### config.mk
export PLATFORM = sky130hd
export DESIGN_NAME = affmi_div_cell
export DESIGN_NICKNAME = d
export VERILOG_FILES = /design/src/rtl/core/affmi_pkg.sv /design/src/rtl/core/affmi_div_cell.sv
export SDC_FILE = /design/constraint.sdc
export NUM_CORES = 2
export LEC_CHECK = 0
export BUFFER_PORTS_ARGS = -buffer_cell sky130_fd_sc_hd__buf_2
export CORE_AREA = 2 2 503 505
export DETAILED_ROUTE_END_ITERATION = 10
export DIE_AREA = 0 0 505 507
export PLACE_DENSITY = 0.43
export SETUP_SLACK_MARGIN = 0.4
export SLEW_MARGIN = 20
export SYNTH_ARGS = -nofsm -noshare
export SYNTH_HDL_FRONTEND = slang
export SYNTH_SLANG_ARGS = --single-unit
### constraint.sdc
create_clock -name clk -period 5.3 [get_ports clk]
set_input_delay 1.06 -clock clk [delete_from_list [all_inputs] [get_ports clk]]
set_output_delay 1.06 -clock clk [all_outputs]
set_load 0.01 [all_outputs]
### src/rtl/core/affmi_pkg.sv
// Package with widths, types and helper functions of the affine matrix inverse.
`timescale 1ns / 1ps
`default_nettype none
package affmi_pkg;
  localparam int COEF_WIDTH = 32;
  localparam int FRAC_BITS  = 16;
  localparam int NLANE      = 6;
  localparam int PW         = 2 * COEF_WIDTH;
  localparam int DW         = 2 * COEF_WIDTH;
  localparam int NW_T       = 2 * COEF_WIDTH + FRAC_BITS;
  localparam int NW_C       = COEF_WIDTH + 2 * FRAC_BITS;
  localparam int NW         = (NW_T > NW_C) ? NW_T : NW_C;

  typedef logic signed [COEF_WIDTH-1:0] coef_t;
  typedef logic signed [PW:0]           wide_t;

  typedef struct packed {
    logic [DW-1:0]         rem;
    logic [COEF_WIDTH-1:0] rq;
    logic                  neg;
    logic                  ovf;
  } lane_t;

  typedef struct packed {
    lane_t [NLANE-1:0] lane;
    logic  [DW-1:0]    det;
    logic              det_zero;
  } div_st_t;

  function automatic logic [COEF_WIDTH-1:0] coef_mag(input coef_t x);
    logic [COEF_WIDTH-1:0] u;
    u = x;
    return x[COEF_WIDTH-1] ? (~u + 1'b1) : u;
  endfunction

  function automatic logic [DW-1:0] wide_mag(input wide_t x);
    logic [PW:0] u;
    u = x;
    u = x[PW] ? (~u + 1'b1) : u;
    return u[DW-1:0];
  endfunction
endpackage
`default_nettype wire

### src/rtl/core/affmi_div_cell.sv
// One restoring division step for all six lanes, registered.
`timescale 1ns / 1ps
`default_nettype none
module affmi_div_cell (
  input  wire                    clk,
  input  wire                    rst_n,
  input  wire                    en,
  input  wire                    in_v,
  input  affmi_pkg::div_st_t     in_st,
  output logic                   out_v,
  output affmi_pkg::div_st_t     out_st
);
  import affmi_pkg::*;

  div_st_t st_nxt;
  logic    v_r;
  div_st_t st_r;

  always_comb begin
    logic [DW:0] t;
    logic [DW:0] dd;
    logic        ge;
    st_nxt = in_st;
    dd = {1'b0, in_st.det};
    for (int i = 0; i < NLANE; i++) begin
      t  = {in_st.lane[i].rem, in_st.lane[i].rq[COEF_WIDTH-1]};
      ge = (t >= dd);
      st_nxt.lane[i].rem = ge ? DW'(t - dd) : t[DW-1:0];
      st_nxt.lane[i].rq  = {in_st.lane[i].rq[COEF_WIDTH-2:0], ge};
    end
  end

  always_ff @(posedge clk) begin
    if (!rst_n) begin
      v_r <= 1'b0;
    end else if (en) begin
      v_r <= in_v;
    end
  end

  always_ff @(posedge clk) begin
    if (en) begin
      st_r <= st_nxt;
    end
  end

  assign out_v  = v_r;
  assign out_st = st_r;
endmodule
`default_nettype wire

==> qor.txt <==
Largest family of logic cells by synthesized area - compound AO/OA/AOI/OAI gates
CTS Root Cell - clkbuf_16
Nets - 7509
CP Data Arrival Time - 5.33 ns
Final WS setup - 0.460 ns
1st-iter DRT viols - 4047
Worst hold path type - primary input to flop
Largest area contributor in the netlist - edfxtp_1
Placed cell areas - 0.0599 mm²
Syn Nets - 5820
Routed Antenna Nets - 0
Finished Cell Area - 0.0631 mm²
Core area - 0.250 mm²
Post-synth EDFFs - 653
Area grow syn2layout - 38.1%
Synthesized instance count - 4773
Global route overflow - 0
Hold Crit Endpoint - out_st[470]
Slew Limit Headroom - 37.2%
MaxCap Viol Count - 0
Die area - 0.256 mm²
Syn. warnings - 0
Synth Area in XOR/XNOR - 6.80%
Hold WS - 0.469 ns
Worst-path clk slew - 0.07 ns
Synth Area in Simple Gates - 13.3%
Initial antenna violation count - 135
Largest net degree at the start of global routing - 93
Vias - 45900
Critical-path top delay cell - a221o_1
Clk_lat worst skew - 0.74 ns
Worst r2r dst - out_v
Maximum clock insertion buffer count - 3
Avg WL per Cell - 28.9 µm
Initial Util - 18.2%
H-Tree Depth - 3
Worst reg-to-reg path cell count - 2
Avg Cell Area, Syn - 9.57 µm²
Synth Register Bits - 654
Placement Setup Slack - -0.315 ns
Crit path time final - 4.84 ns
First-pass GRT wire length - 381000 µm
Compound-cell area share of the yosys netlist - 21.5%
CP Buf/Inv Count - 5
Post-CTS Hold Buffers - 0
Share of cells above drive strength 1 - 30.8%
Critical Path End Type - flop
Ys flop type - edfxtp_1
Global placement routability congestion - 0.925
CP top delay family - compound AO/OA/AOI/OAI gates
CTS Buf Count - 90
Status - finished, final reports clean
Mapped cell area - 0.0457 mm²
Drt pass-1 iters - 6
Residual DRC count - 0
Post-Synth Adder-Cell Area - 10.8%
Hold Path Cell Cnt - 1
Synth cell types - 85
Layout Utilization - 25.2%
HPWL after DPL - 249000 µm
Async S/R FF share, synth - 0%
Die outline width - 505 µm
VDD IR-drop max - 260 µV
Setup CP Type - primary input to flop
Critical path launch point type - primary input
Crit path max fanout - 5
CP cell instances - buf_2, inv_1, buf_12, buf_12, ha_1, nor2b_1, o31a_1, o21ai_1, o221ai_1, nor2b_1, a221o_1, a31oi_1, o221ai_1, buf_4, a31oi_1, o31ai_1, xnor2_1, o21ai_0
# clock sinks - 654
WP data required - 5.80 ns
CTS tree - built
Row count - 184
Die Height - 507 µm
Pins Over Slew Limit - 0
RSZ-0062 raised after global routing - no
Final count of hold timing violations - 0
Routed WL - 287000 µm
Buffers added on ports - 1310
Hold path start - in_st[469]
Tot GR Track Use - 21.4%
Largest cells by area after synthesis - edfxtp_1 43%, ha_1 11%, a21oi_1 6.4%, o21ai_0 4.3%, xnor2_1 4.0%
Vias in the first global route - 44200
Post-synthesis mux area share - 1.32%
Tcrit/Tclk final - 91.3%
Via density - 4.62
Power Density - 313 mW/mm²
Lkg Pwr - 27.2 nW
Synth top area share - 42.9%
Total negative setup slack - 0 ns
Reg2reg setup slack - 4.72 ns
Final Skew - 0 ns
Ports - 1311
Setup Viol. Count Final - 0
Reg2reg start - out_v
Worst slew pin tran - 0.940 ns
Seq/Total Area, Yosys - 43.0%
Worst stage delay on the critical path - 0.44 ns
F_max - 0.207 GHz
power by group:
| part | internal, mW | switching, mW |
|---|---|---|
| registers | 6.56 | 0.358 |
| logic | 2.44 | 3.94 |
| clock network | 3.65 | 2.81 |
| total | 12.6 | 7.10 |
stage by stage:
| step | power (mW) | cells |
|---|---|---|
| global route | 20.7 | 9909 |
| CTS | 20.0 | 9884 |
| global placement | 13.4 | 9716 |
| finish | 19.8 | 9938 |
| detailed placement | 13.4 | 9716 |
| floorplan | 9.98 | 4773 |
sequential cells by signal, indices dropped and copies added, names as in the netlist:
register	count
out_st	653
out_v	1
Yosys cell counts, drive strengths merged (107+ instances only):
cell type / number
xnor2: 208
nor2: 367
o21ai: 419
clkbuf: 146
xor2: 147
nand4: 107
a21oi: 580
nand2: 480
edfxtp: 653
a21o: 219
inv: 182
ha: 384
cell usage in the layout, fill, tap and decap left out, types with 208 or more instances in the layout:
cell type and instances:
nor2_1 366, o21ai_0 395, a21o_1 219, xnor2_1 208, nand2_1 480, edfxtp_1 653
buf_2 1309, buf_4 438, ha_1 384, a21oi_1 580
layer usage:
metal | part of all wire, % | global-route usage [%] | vias to the layer above | routed length [µm]
met5 | 0.11 | 0 | - | 312
met4 | 4.6 | 8.96 | 46 | 13300
met3 | 6.0 | 3.96 | 406 | 17100
met2 | 48 | 36.8 | 1856 | 139000
met1 | 41 | 26.2 | 22400 | 117000
li1 | - | - | 21200 | -
cell type report:
| cell class | instances | area, µm² |
|---|---|---|
| flip-flops and latches | 654 | 19600 |
| multi-input cells | 3737 | 24600 |
| diodes | 52 | 130 |
| clock inverters | 58 | 691 |
| repair buffers | 1797 | 10800 |
| clock buffers | 110 | 2350 |
| well taps | 3348 | 4190 |
| inverters | 182 | 683 |
| fillers | 27400 | 187000 |
cell families after synthesis:
group | Yosys count
XOR/XNOR | 355
buffers and inverters | 382
AO/OA/AOI/OAI | 1611
AND/OR/NAND/NOR | 1327
adder cells (fa/ha/maj) | 390
flip-flops | 654
multiplexers | 54
how the worst max path moves through the flow:
stage	slack (ns)	from	to	cells after the start
finish	0.46	in_st[3]	out_st[455]	18
CTS	0.51	in_st[3]	out_st[231]	18
detailed placement	-0.31	in_st[3]	out_st[232]	18
global placement	-0.33	in_st[9]	out_st[494]	19
floorplan	0.88	in_st[35]	out_st[142]	16
global route	0.40	in_st[21]	out_st[494]	19
what timing repair did:
item	4_1_cts	5_1_grt
setup buffers	0	1
resized for setup	0	4
setup endpoints to repair	0	42
(Power assumes the default switching activity.)
