==> src/rtl/core/affmi_pkg.sv <==
// Package with widths, types and helper functions of the affine matrix inverse.
`timescale 1ns / 1ps
`default_nettype none
package affmi_pkg;
  localparam int COEF_WIDTH = 32;
  localparam int FRAC_BITS  = 16;
  localparam int NLANE      = 6;
  localparam int PW         = 2 * COEF_WIDTH;
  localparam int DW         = 2 * COEF_WIDTH;
  localparam int NW_T       = 2 * COEF_WIDTH + FRAC_BITS;
  localparam int NW_C       = COEF_WIDTH + 2 * FRAC_BITS;
  localparam int NW         = (NW_T > NW_C) ? NW_T : NW_C;

  typedef logic signed [COEF_WIDTH-1:0] coef_t;
  typedef logic signed [PW:0]           wide_t;

  typedef struct packed {
    logic [DW-1:0]         rem;
    logic [COEF_WIDTH-1:0] rq;
    logic                  neg;
    logic                  ovf;
  } lane_t;

  typedef struct packed {
    lane_t [NLANE-1:0] lane;
    logic  [DW-1:0]    det;
    logic              det_zero;
  } div_st_t;

  function automatic logic [COEF_WIDTH-1:0] coef_mag(input coef_t x);
    logic [COEF_WIDTH-1:0] u;
    u = x;
    return x[COEF_WIDTH-1] ? (~u + 1'b1) : u;
  endfunction

  function automatic logic [DW-1:0] wide_mag(input wide_t x);
    logic [PW:0] u;
    u = x;
    u = x[PW] ? (~u + 1'b1) : u;
    return u[DW-1:0];
  endfunction
endpackage
`default_nettype wire

==> src/rtl/core/affmi_back.sv <==
// Back stage: saturation, sign and the result register.
`timescale 1ns / 1ps
`default_nettype none
module affmi_back (
  input  wire                                clk,
  input  wire                                rst_n,
  input  wire                                en,
  input  wire                                in_v,
  input  affmi_pkg::div_st_t                 in_st,
  output logic                               out_v,
  output affmi_pkg::coef_t [affmi_pkg::NLANE-1:0] out_coef,
  output logic                               out_invertible,
  output logic                               out_saturated
);
  import affmi_pkg::*;

  logic                    v_r;
  coef_t [NLANE-1:0]       coef_r, coef_nxt;
  logic                    inv_r, inv_nxt;
  logic                    sat_r, sat_nxt;

  always_comb begin
    logic [COEF_WIDTH-1:0] lim;
    logic [COEF_WIDTH-1:0] val;
    logic                  over;
    sat_nxt = 1'b0;
    inv_nxt = ~in_st.det_zero;
    for (int i = 0; i < NLANE; i++) begin
      lim  = in_st.lane[i].neg ? {1'b1, {(COEF_WIDTH-1){1'b0}}}
                               : {1'b0, {(COEF_WIDTH-1){1'b1}}};
      over = in_st.lane[i].ovf || (in_st.lane[i].rq > lim);
      val  = over ? lim : in_st.lane[i].rq;
      val  = in_st.lane[i].neg ? (~val + 1'b1) : val;
      coef_nxt[i] = in_st.det_zero ? '0 : val;
      sat_nxt = sat_nxt | (over & ~in_st.det_zero);
    end
  end

  always_ff @(posedge clk) begin
    if (!rst_n) begin
      v_r <= 1'b0;
    end else if (en) begin
      v_r <= in_v;
    end
  end

  always_ff @(posedge clk) begin
    if (en) begin
      coef_r <= coef_nxt;
      inv_r  <= inv_nxt;
      sat_r  <= sat_nxt;
    end
  end

  assign out_v          = v_r;
  assign out_coef       = coef_r;
  assign out_invertible = inv_r;
  assign out_saturated  = sat_r;
endmodule
`default_nettype wire

==> config.mk <==
export PLATFORM = sky130hd
export DESIGN_NAME = affmi_back
export DESIGN_NICKNAME = d
export VERILOG_FILES = /design/src/rtl/core/affmi_pkg.sv /design/src/rtl/core/affmi_back.sv
export SDC_FILE = /design/constraint.sdc
export NUM_CORES = 1
export LEC_CHECK = 0
export BUFFER_PORTS_ARGS = -buffer_cell sky130_fd_sc_hd__buf_2
export CAP_MARGIN = 20
export CORE_AREA = 2 2 332 334
export DETAILED_ROUTE_END_ITERATION = 7
export DIE_AREA = 0 0 334 336
export SETUP_SLACK_MARGIN = 0.5
export SLEW_MARGIN = 20
export SYNTH_ARGS = -nofsm -noshare
export SYNTH_HDL_FRONTEND = slang
export SYNTH_SLANG_ARGS = --single-unit
==> constraint.sdc <==
create_clock -name clk -period 8.9 [get_ports clk]
set_clock_uncertainty 0.1 [all_clocks]
set_input_delay 1.78 -clock clk [delete_from_list [all_inputs] [get_ports clk]]
set_output_delay 1.78 -clock clk [all_outputs]
set_load 0.05 [all_outputs]
==> flow_metrics.py, run 1 <==
metrics = {
    "outcome": {
        "status": "complete, no violations",
    },
    "grt": {
        "grt_first_pass_wirelength_mm": 113,
        "grt_pass1_vias": 16720,
        "grt_use_total_pct": 13.6,
        "grt_antenna_before_repair": 34,
        "grt_max_degree": 109,
        "overflow": 0,
    },
    "setup_path": {
        "worstPathRequired_ns": 8.99,
        "critPathLaunchType": "input pin",
        "critical_path_class": "in2reg",
        "path_max_fanout": 34,
        "path_cells": "buf_2 > buf_4 > ha_1 > nand4_1 > or4_1 > or4_1 > nor2b_1 > a221o_2 > a21oi_2 > ha_1 > nor2b_1 > nand4b_1 > nor4_1 > nand2_1 > or3b_1 > a21oi_1 > nor3_1",
        "crit_family": "simple AND/OR/NAND/NOR gates",
        "ff2ff_path_depth": 2,
        "cp.buffers_inverters": 2,
        "worst_setup_path_end_kind": "flip-flop",
        "cpPeakStageDelay_ns": 0.70,
        "crit_cells": 17,
        "crit_slowest_cell": "nor3_1",
        "critical_path_arrival_ns": 7.54,
    },
    "place": {
        "dp_slack_ns": 0.886,
        "place_area_mm2": 0.0215,
        "hpwl_mm": 61.4,
        "gp_congestion": 0.881,
        "dpl.cell_count": 3818,
        "io_buffers": 403,
    },
    "cts": {
        "clock_latency_ns": 0.50,
        "clkSinkCount": 195,
        "ctsResizeCount": 0,
        "cts_tree": "yes",
        "cts_setup_buffers": 0,
        "cts.reportedPaths.clkPinSlew_ns": 0.09,
        "ctsHoldBuffers": 0,
        "cts_max_level": 4,
        "cts_root_buffer": "clkbuf_16",
        "cts_buffers": 17,
        "clockBufferDepth": 2,
    },
    "sta": {
        "finalSetupTns_ns": 0,
        "setup_viol": 0,
        "fmax_mhz": 134,
        "final_hold_viol_count": 0,
        "post-route-period-util_pct": 83.7,
        "finalCriticalPeriod_ns": 7.45,
        "fin_ws_ns": 1.45,
        "rsz0062_at_grt": "no",
        "report.final.slew_viol_count": 0,
        "slew_headroom_pct": 30.9,
        "worstMarginPinSlew_ns": 1.02,
    },
    "floorplanning": {
        "fp.dieW_um": 334,
        "rows": 121,
        "core-area_mm2": 0.108,
        "start_util_pct": 16.5,
        "io_pins": 852,
        "die_area_mm2": 0.112,
        "die_h_um": 336,
    },
    "finish": {
        "layout_commonest_cell": "buf_2",
        "final_cell_mix": "buf_2, nor2_1, a21oi_1",
        "syn2layout_area_growth_pct": 23.5,
        "drive_gt1_share_pct": 21.8,
        "layout.cells.non_filler": 3862,
        "fin_area_mm2": 0.0221,
        "final_nets": 3278,
        "multiInputGateArea_mm2": 0.0115,
        "fillers": 12065,
        "regArea_mm2": 0.00585,
    },
    "synthesis": {
        "ys_seq_area_share_pct": 32.6,
        "synthFlopType": "edfxtp_1",
        "ys_ff_latch": 195,
        "synth-simple-area-share_pct": 22.6,
        "synthAdderAreaFrac_pct": 13.8,
        "muxShareOfSynthArea_pct": 3.33,
        "ys_types": 88,
        "synth_top_family_by_area": "compound AO/OA/AOI/OAI gates",
        "synth_top_area_share_pct": 32.5,
        "async_flop_share_pct": 0,
        "synth_compound_area_share_pct": 23.0,
        "synth_fp_nets": 2943,
        "synth_top_area_cell": "edfxtp_1",
        "synth_area_mm2": 0.0179,
        "yosysWarnings": 0,
        "avgSynthCellArea_um2": 8.58,
        "synth_edf_count": 194,
        "synth_area_leaders": "edfxtp_1, ha_1, a21oi_1, nor2_1, o21ai_0",
        "yosys.area_share.xor_xnor_pct": 1.22,
        "netlist_instances": 2088,
    },
    "worst_hold_path": {
        "hold_depth": 2,
        "hold_path.class": "reg2reg",
    },
    "route": {
        "avgViaCountPerCell": 4.68,
        "ant_nets": 0,
        "vias": 18082,
        "highest_layer": "met5",
        "wl_per_cell_um": 20.2,
        "wirelength_met1_mm": 32.8,
        "drt_iter0_markers": 1263,
        "postRouteWirelength_mm": 78.1,
        "dr_wl_met3_mm": 6.88,
        "drc": 0,
        "routed-wl-met2_mm": 36.6,
        "first_pass_iters": 5,
    },
    "pwr": {
        "p_leak_uw": 0.00826,
        "power_per_cell_area_mw_per_mm2": 140,
        "ir_drop_v": 0.000106,
    },
    "job": {
        "drv_cap": 0,
    },
}
==> final cells by class <==
cell class	count	share of cell area [%]
tap	1414	8.00
multi-input combinational	1742	51.9
clock inverter	14	0.758
timing repair buffer	430	10.2
antenna	12	0.136
sequential	195	26.4
clock buffer	18	1.94
inverter	37	0.628
==> routing by layer <==
metal / GRT usage [%] / vias up
li1: - / 8766
met1: 16.9 / 8597
met2: 22.7 / 621
met3: 4.22 / 86
met4: 3.63 / 12
met5: 0 / -
==> synthesized netlist by cell type (all sizes together) (7+ instances only) <==
cell type,n
and3,12
and4,11
nor2,230
nor4,35
o21a,20
edfxtp,194
o21ai,182
or4,27
o22a,13
o21bai,17
nand2,151
nand3b,9
nor3,94
inv,36
or2,41
nor2b,13
nand2b,21
mux2i,36
a21o,14
or3,28
a21oi,201
and2,9
buf,10
a31oi,20
a221oi,25
xor2,8
o311ai,9
ha,198
a211oi,50
o41ai,7
clkbuf,104
o211ai,14
mux2,21
nand4,47
nand3,55
xnor2,17
o31ai,25
==> report_power, final <==
group / total [uW] / switching, uW / internal (uW) / leakage (uW)
Combinational: 1130 / 823 / 303 / 0.00609
Clock: 824 / 446 / 377 / 0.000280
Sequential: 1150 / 32.7 / 1120 / 0.00188
Total: 3100 / 1300 / 1800 / 0.00826
==> stage by stage <==
step | power (uW) | hold slack (ns) | utilization (%)
floorplan | 1880 | 0.643 | -
global placement | 2290 | 0.404 | 19.8
detailed placement | 2300 | 0.418 | 19.8
CTS | 3160 | 0.440 | 20.4
global route | 3280 | 0.467 | 20.4
finish | 3100 | 0.434 | 20.4
==> final timing paths <==
check / from / slack, ns / end
max: in_st[360] / 1.45 / out_coef[116]
min: out_v / 0.43 / out_v
max reg2reg: out_v / 8.19 / out_v
min reg2reg: out_v / 0.43 / out_v
==> kinds of logic (layout without fill, tap and decap cells) <==
family,after synthesis,in the layout
other cells,0,12
compound gates,656,656
mux,57,57
buf+inv,151,499
xor+xnor,25,25
flops,195,195
simple gates,806,806
fa+ha+maj,198,198
==> tightest hold or removal path: stages, from the launching register on <==
cell	delay [ns]
dfxtp_1	0.34
mux2i_1	0.07
nor2b_1	0.10
==> state kept, by name, summed over array words and instances (netlist names) <==
name,flops
out_invertible,1
out_saturated,1
out_coef,192
out_v,1
No activity file was read; power rests on OpenSTA's default activity.
==> run 2: changes to the inputs <==
clock period = 7.7 ns   (was 8.9 ns; I/O delays follow)
==> flow_metrics.py, run 2 (synthesis results as in run 1) <==
metrics = {
    "setup_path": {
        "r2r-end": "out_v",
        "worstPathRequired_ns": 7.87,
        "critPathLaunchType": "input pin",
        "cp_common_cell": "or4_1",
        "ff2ff_path_depth": 2,
        "reg2reg_slack_ns": 7.00,
        "cpPeakStageDelay_ns": 0.61,
        "worstSetupStartpoint": "in_st[360]",
        "regToRegStartpoint": "out_v",
        "crit_family": "simple AND/OR/NAND/NOR gates",
        "path_cells": "buf_2 > inv_1 > ha_1 > nand4_1 > or4_1 > or4_1 > nor2b_1 > a221o_2 > buf_4 > mux2i_1 > ha_1 > nor2b_1 > nand4b_1 > or4_1 > nand4b_1 > o21ai_0 > xnor2_1 > o21ai_0 > a21oi_1 > buf_4",
        "worst_setup_path_end_kind": "flip-flop",
        "critical_path_arrival_ns": 6.76,
        "crit_cells": 20,
        "crit_slowest_cell": "or4_1",
        "endpoint": "out_coef[126]",
        "path_max_fanout": 23,
        "cp.buffers_inverters": 4,
        "critical_path_class": "in2reg",
    },
    "route": {
        "vias": 18129,
        "ant_nets": 0,
        "drc": 0,
        "drt_iter0_markers": 1388,
        "postRouteWirelength_mm": 78.1,
        "wl_per_cell_um": 20.2,
        "avgViaCountPerCell": 4.69,
        "first_pass_iters": 5,
    },
    "cts": {
        "cts_setup_buffers": 0,
        "cts_buffers": 17,
        "ctsResizeCount": 0,
        "cts.reportedPaths.clkPinSlew_ns": 0.08,
        "clock_latency_ns": 0.50,
        "cts_tree": "yes",
        "ctsHoldBuffers": 0,
        "clkSinkCount": 195,
        "clockBufferDepth": 2,
        "cts_root_buffer": "clkbuf_16",
        "cts_max_level": 4,
    },
    "sta": {
        "setup_viol": 0,
        "report.final.slew_viol_count": 0,
        "fmax_mhz": 152,
        "slew_headroom_pct": 36.0,
        "finalSetupTns_ns": 0,
        "finalCriticalPeriod_ns": 6.60,
        "post-route-period-util_pct": 85.7,
        "final_hold_viol_count": 0,
        "worstMarginPinSlew_ns": 0.951,
        "fin_ws_ns": 1.10,
        "rsz0062_at_grt": "no",
    },
    "place": {
        "place_area_mm2": 0.0216,
        "hpwl_mm": 61.6,
        "dp_slack_ns": 0.598,
        "io_buffers": 403,
        "gp_congestion": 0.883,
    },
    "pwr": {
        "p_leak_uw": 0.00831,
        "ir_drop_v": 0.000147,
        "power_per_cell_area_mw_per_mm2": 160,
    },
    "floorplanning": {
        "fp.dieW_um": 334,
        "start_util_pct": 16.5,
        "core-area_mm2": 0.108,
        "rows": 121,
        "die_h_um": 336,
        "die_area_mm2": 0.112,
        "io_pins": 852,
    },
    "finish": {
        "final_cell_mix": "buf_2, nor2_1, a21oi_1",
        "multiInputGateArea_mm2": 0.0115,
        "layout_commonest_cell": "buf_2",
        "syn2layout_area_growth_pct": 23.7,
        "final_nets": 3291,
        "fillers": 12029,
        "fin_area_mm2": 0.0222,
        "regArea_mm2": 0.00585,
        "drive_gt1_share_pct": 22.2,
        "largest_reg_flops": 192,
    },
    "job": {
        "drv_cap": 0,
    },
    "worst_hold_path": {
        "hold_path.class": "reg2reg",
    },
    "grt": {
        "grt_max_degree": 112,
        "grt_pass1_vias": 16845,
        "grt_first_pass_wirelength_mm": 113,
        "grt_use_total_pct": 13.6,
        "overflow": 0,
        "grt_antenna_before_repair": 38,
    },
    "outcome": {
        "status": "complete, no violations",
    },
}
-- run 2: cell count changes in the layout (fill, tap and decap cells not counted), sizes merged --
cell and delta:
buf +13, clkinv -3, diode -7, inv +3
-- run 2: stage by stage --
| step | instances | total power (uW) | utilization (%) | hold slack [ns] |
|---|---|---|---|---|
| 2_1_floorplan | 2088 | 2180 | - | 0.643 |
| 3_3_place_gp | 3831 | 2650 | 19.9 | 0.402 |
| 3_5_place_dp | 3831 | 2660 | 19.9 | 0.409 |
| 4_1_cts | 3863 | 3620 | 20.4 | 0.428 |
| 5_1_grt | 3865 | 3770 | 20.4 | 0.471 |
| 6_report | 3868 | 3550 | 20.4 | 0.428 |
-- run 2: worst reg2reg max path: cells and delay by family (launching register included) --
kind,cells,cell delay [ns]
DFF,1,0.32
and+or+nand+nor,1,0.06
muxes,1,0.12
-- run 2: cell type report --
cell class                 count  share of cell area (%)
tap                         1414                    7.99
inverter                      37                   0.627
multi-input combinational   1742                    51.9
clock buffer                  18                    1.94
antenna                        5                  0.0565
sequential                   195                    26.4
timing repair buffer         443                    10.6
clock inverter                14                   0.542
-- run 2: power breakdown --
group / total (uW) / switching, uW / internal [uW]
Sequential: 1330 / 40.3 / 1290
Clock: 915 / 492 / 424
Combinational: 1310 / 952 / 356
-- run 2: metal layers --
metal | up-vias | part of all wire (%) | track usage, %
met3 | 103 | 10 | 5.21
met5 | - | 0.18 | 0
met2 | 670 | 46 | 22.0
li1 | 8793 | - | -
met4 | 22 | 2.8 | 4.51
met1 | 8541 | 41 | 16.6
-- run 2: how the worst min path moves through the flow --
stage                     cells after the start  endpoint   from  slack, ns
after floorplan                               2     out_v  out_v       0.64
after global placement                        2     out_v  out_v       0.40
after detailed placement                      2     out_v  out_v       0.41
after CTS                                     2     out_v  out_v       0.43
after global routing                          2     out_v  out_v       0.47
final                                         2     out_v  out_v       0.43
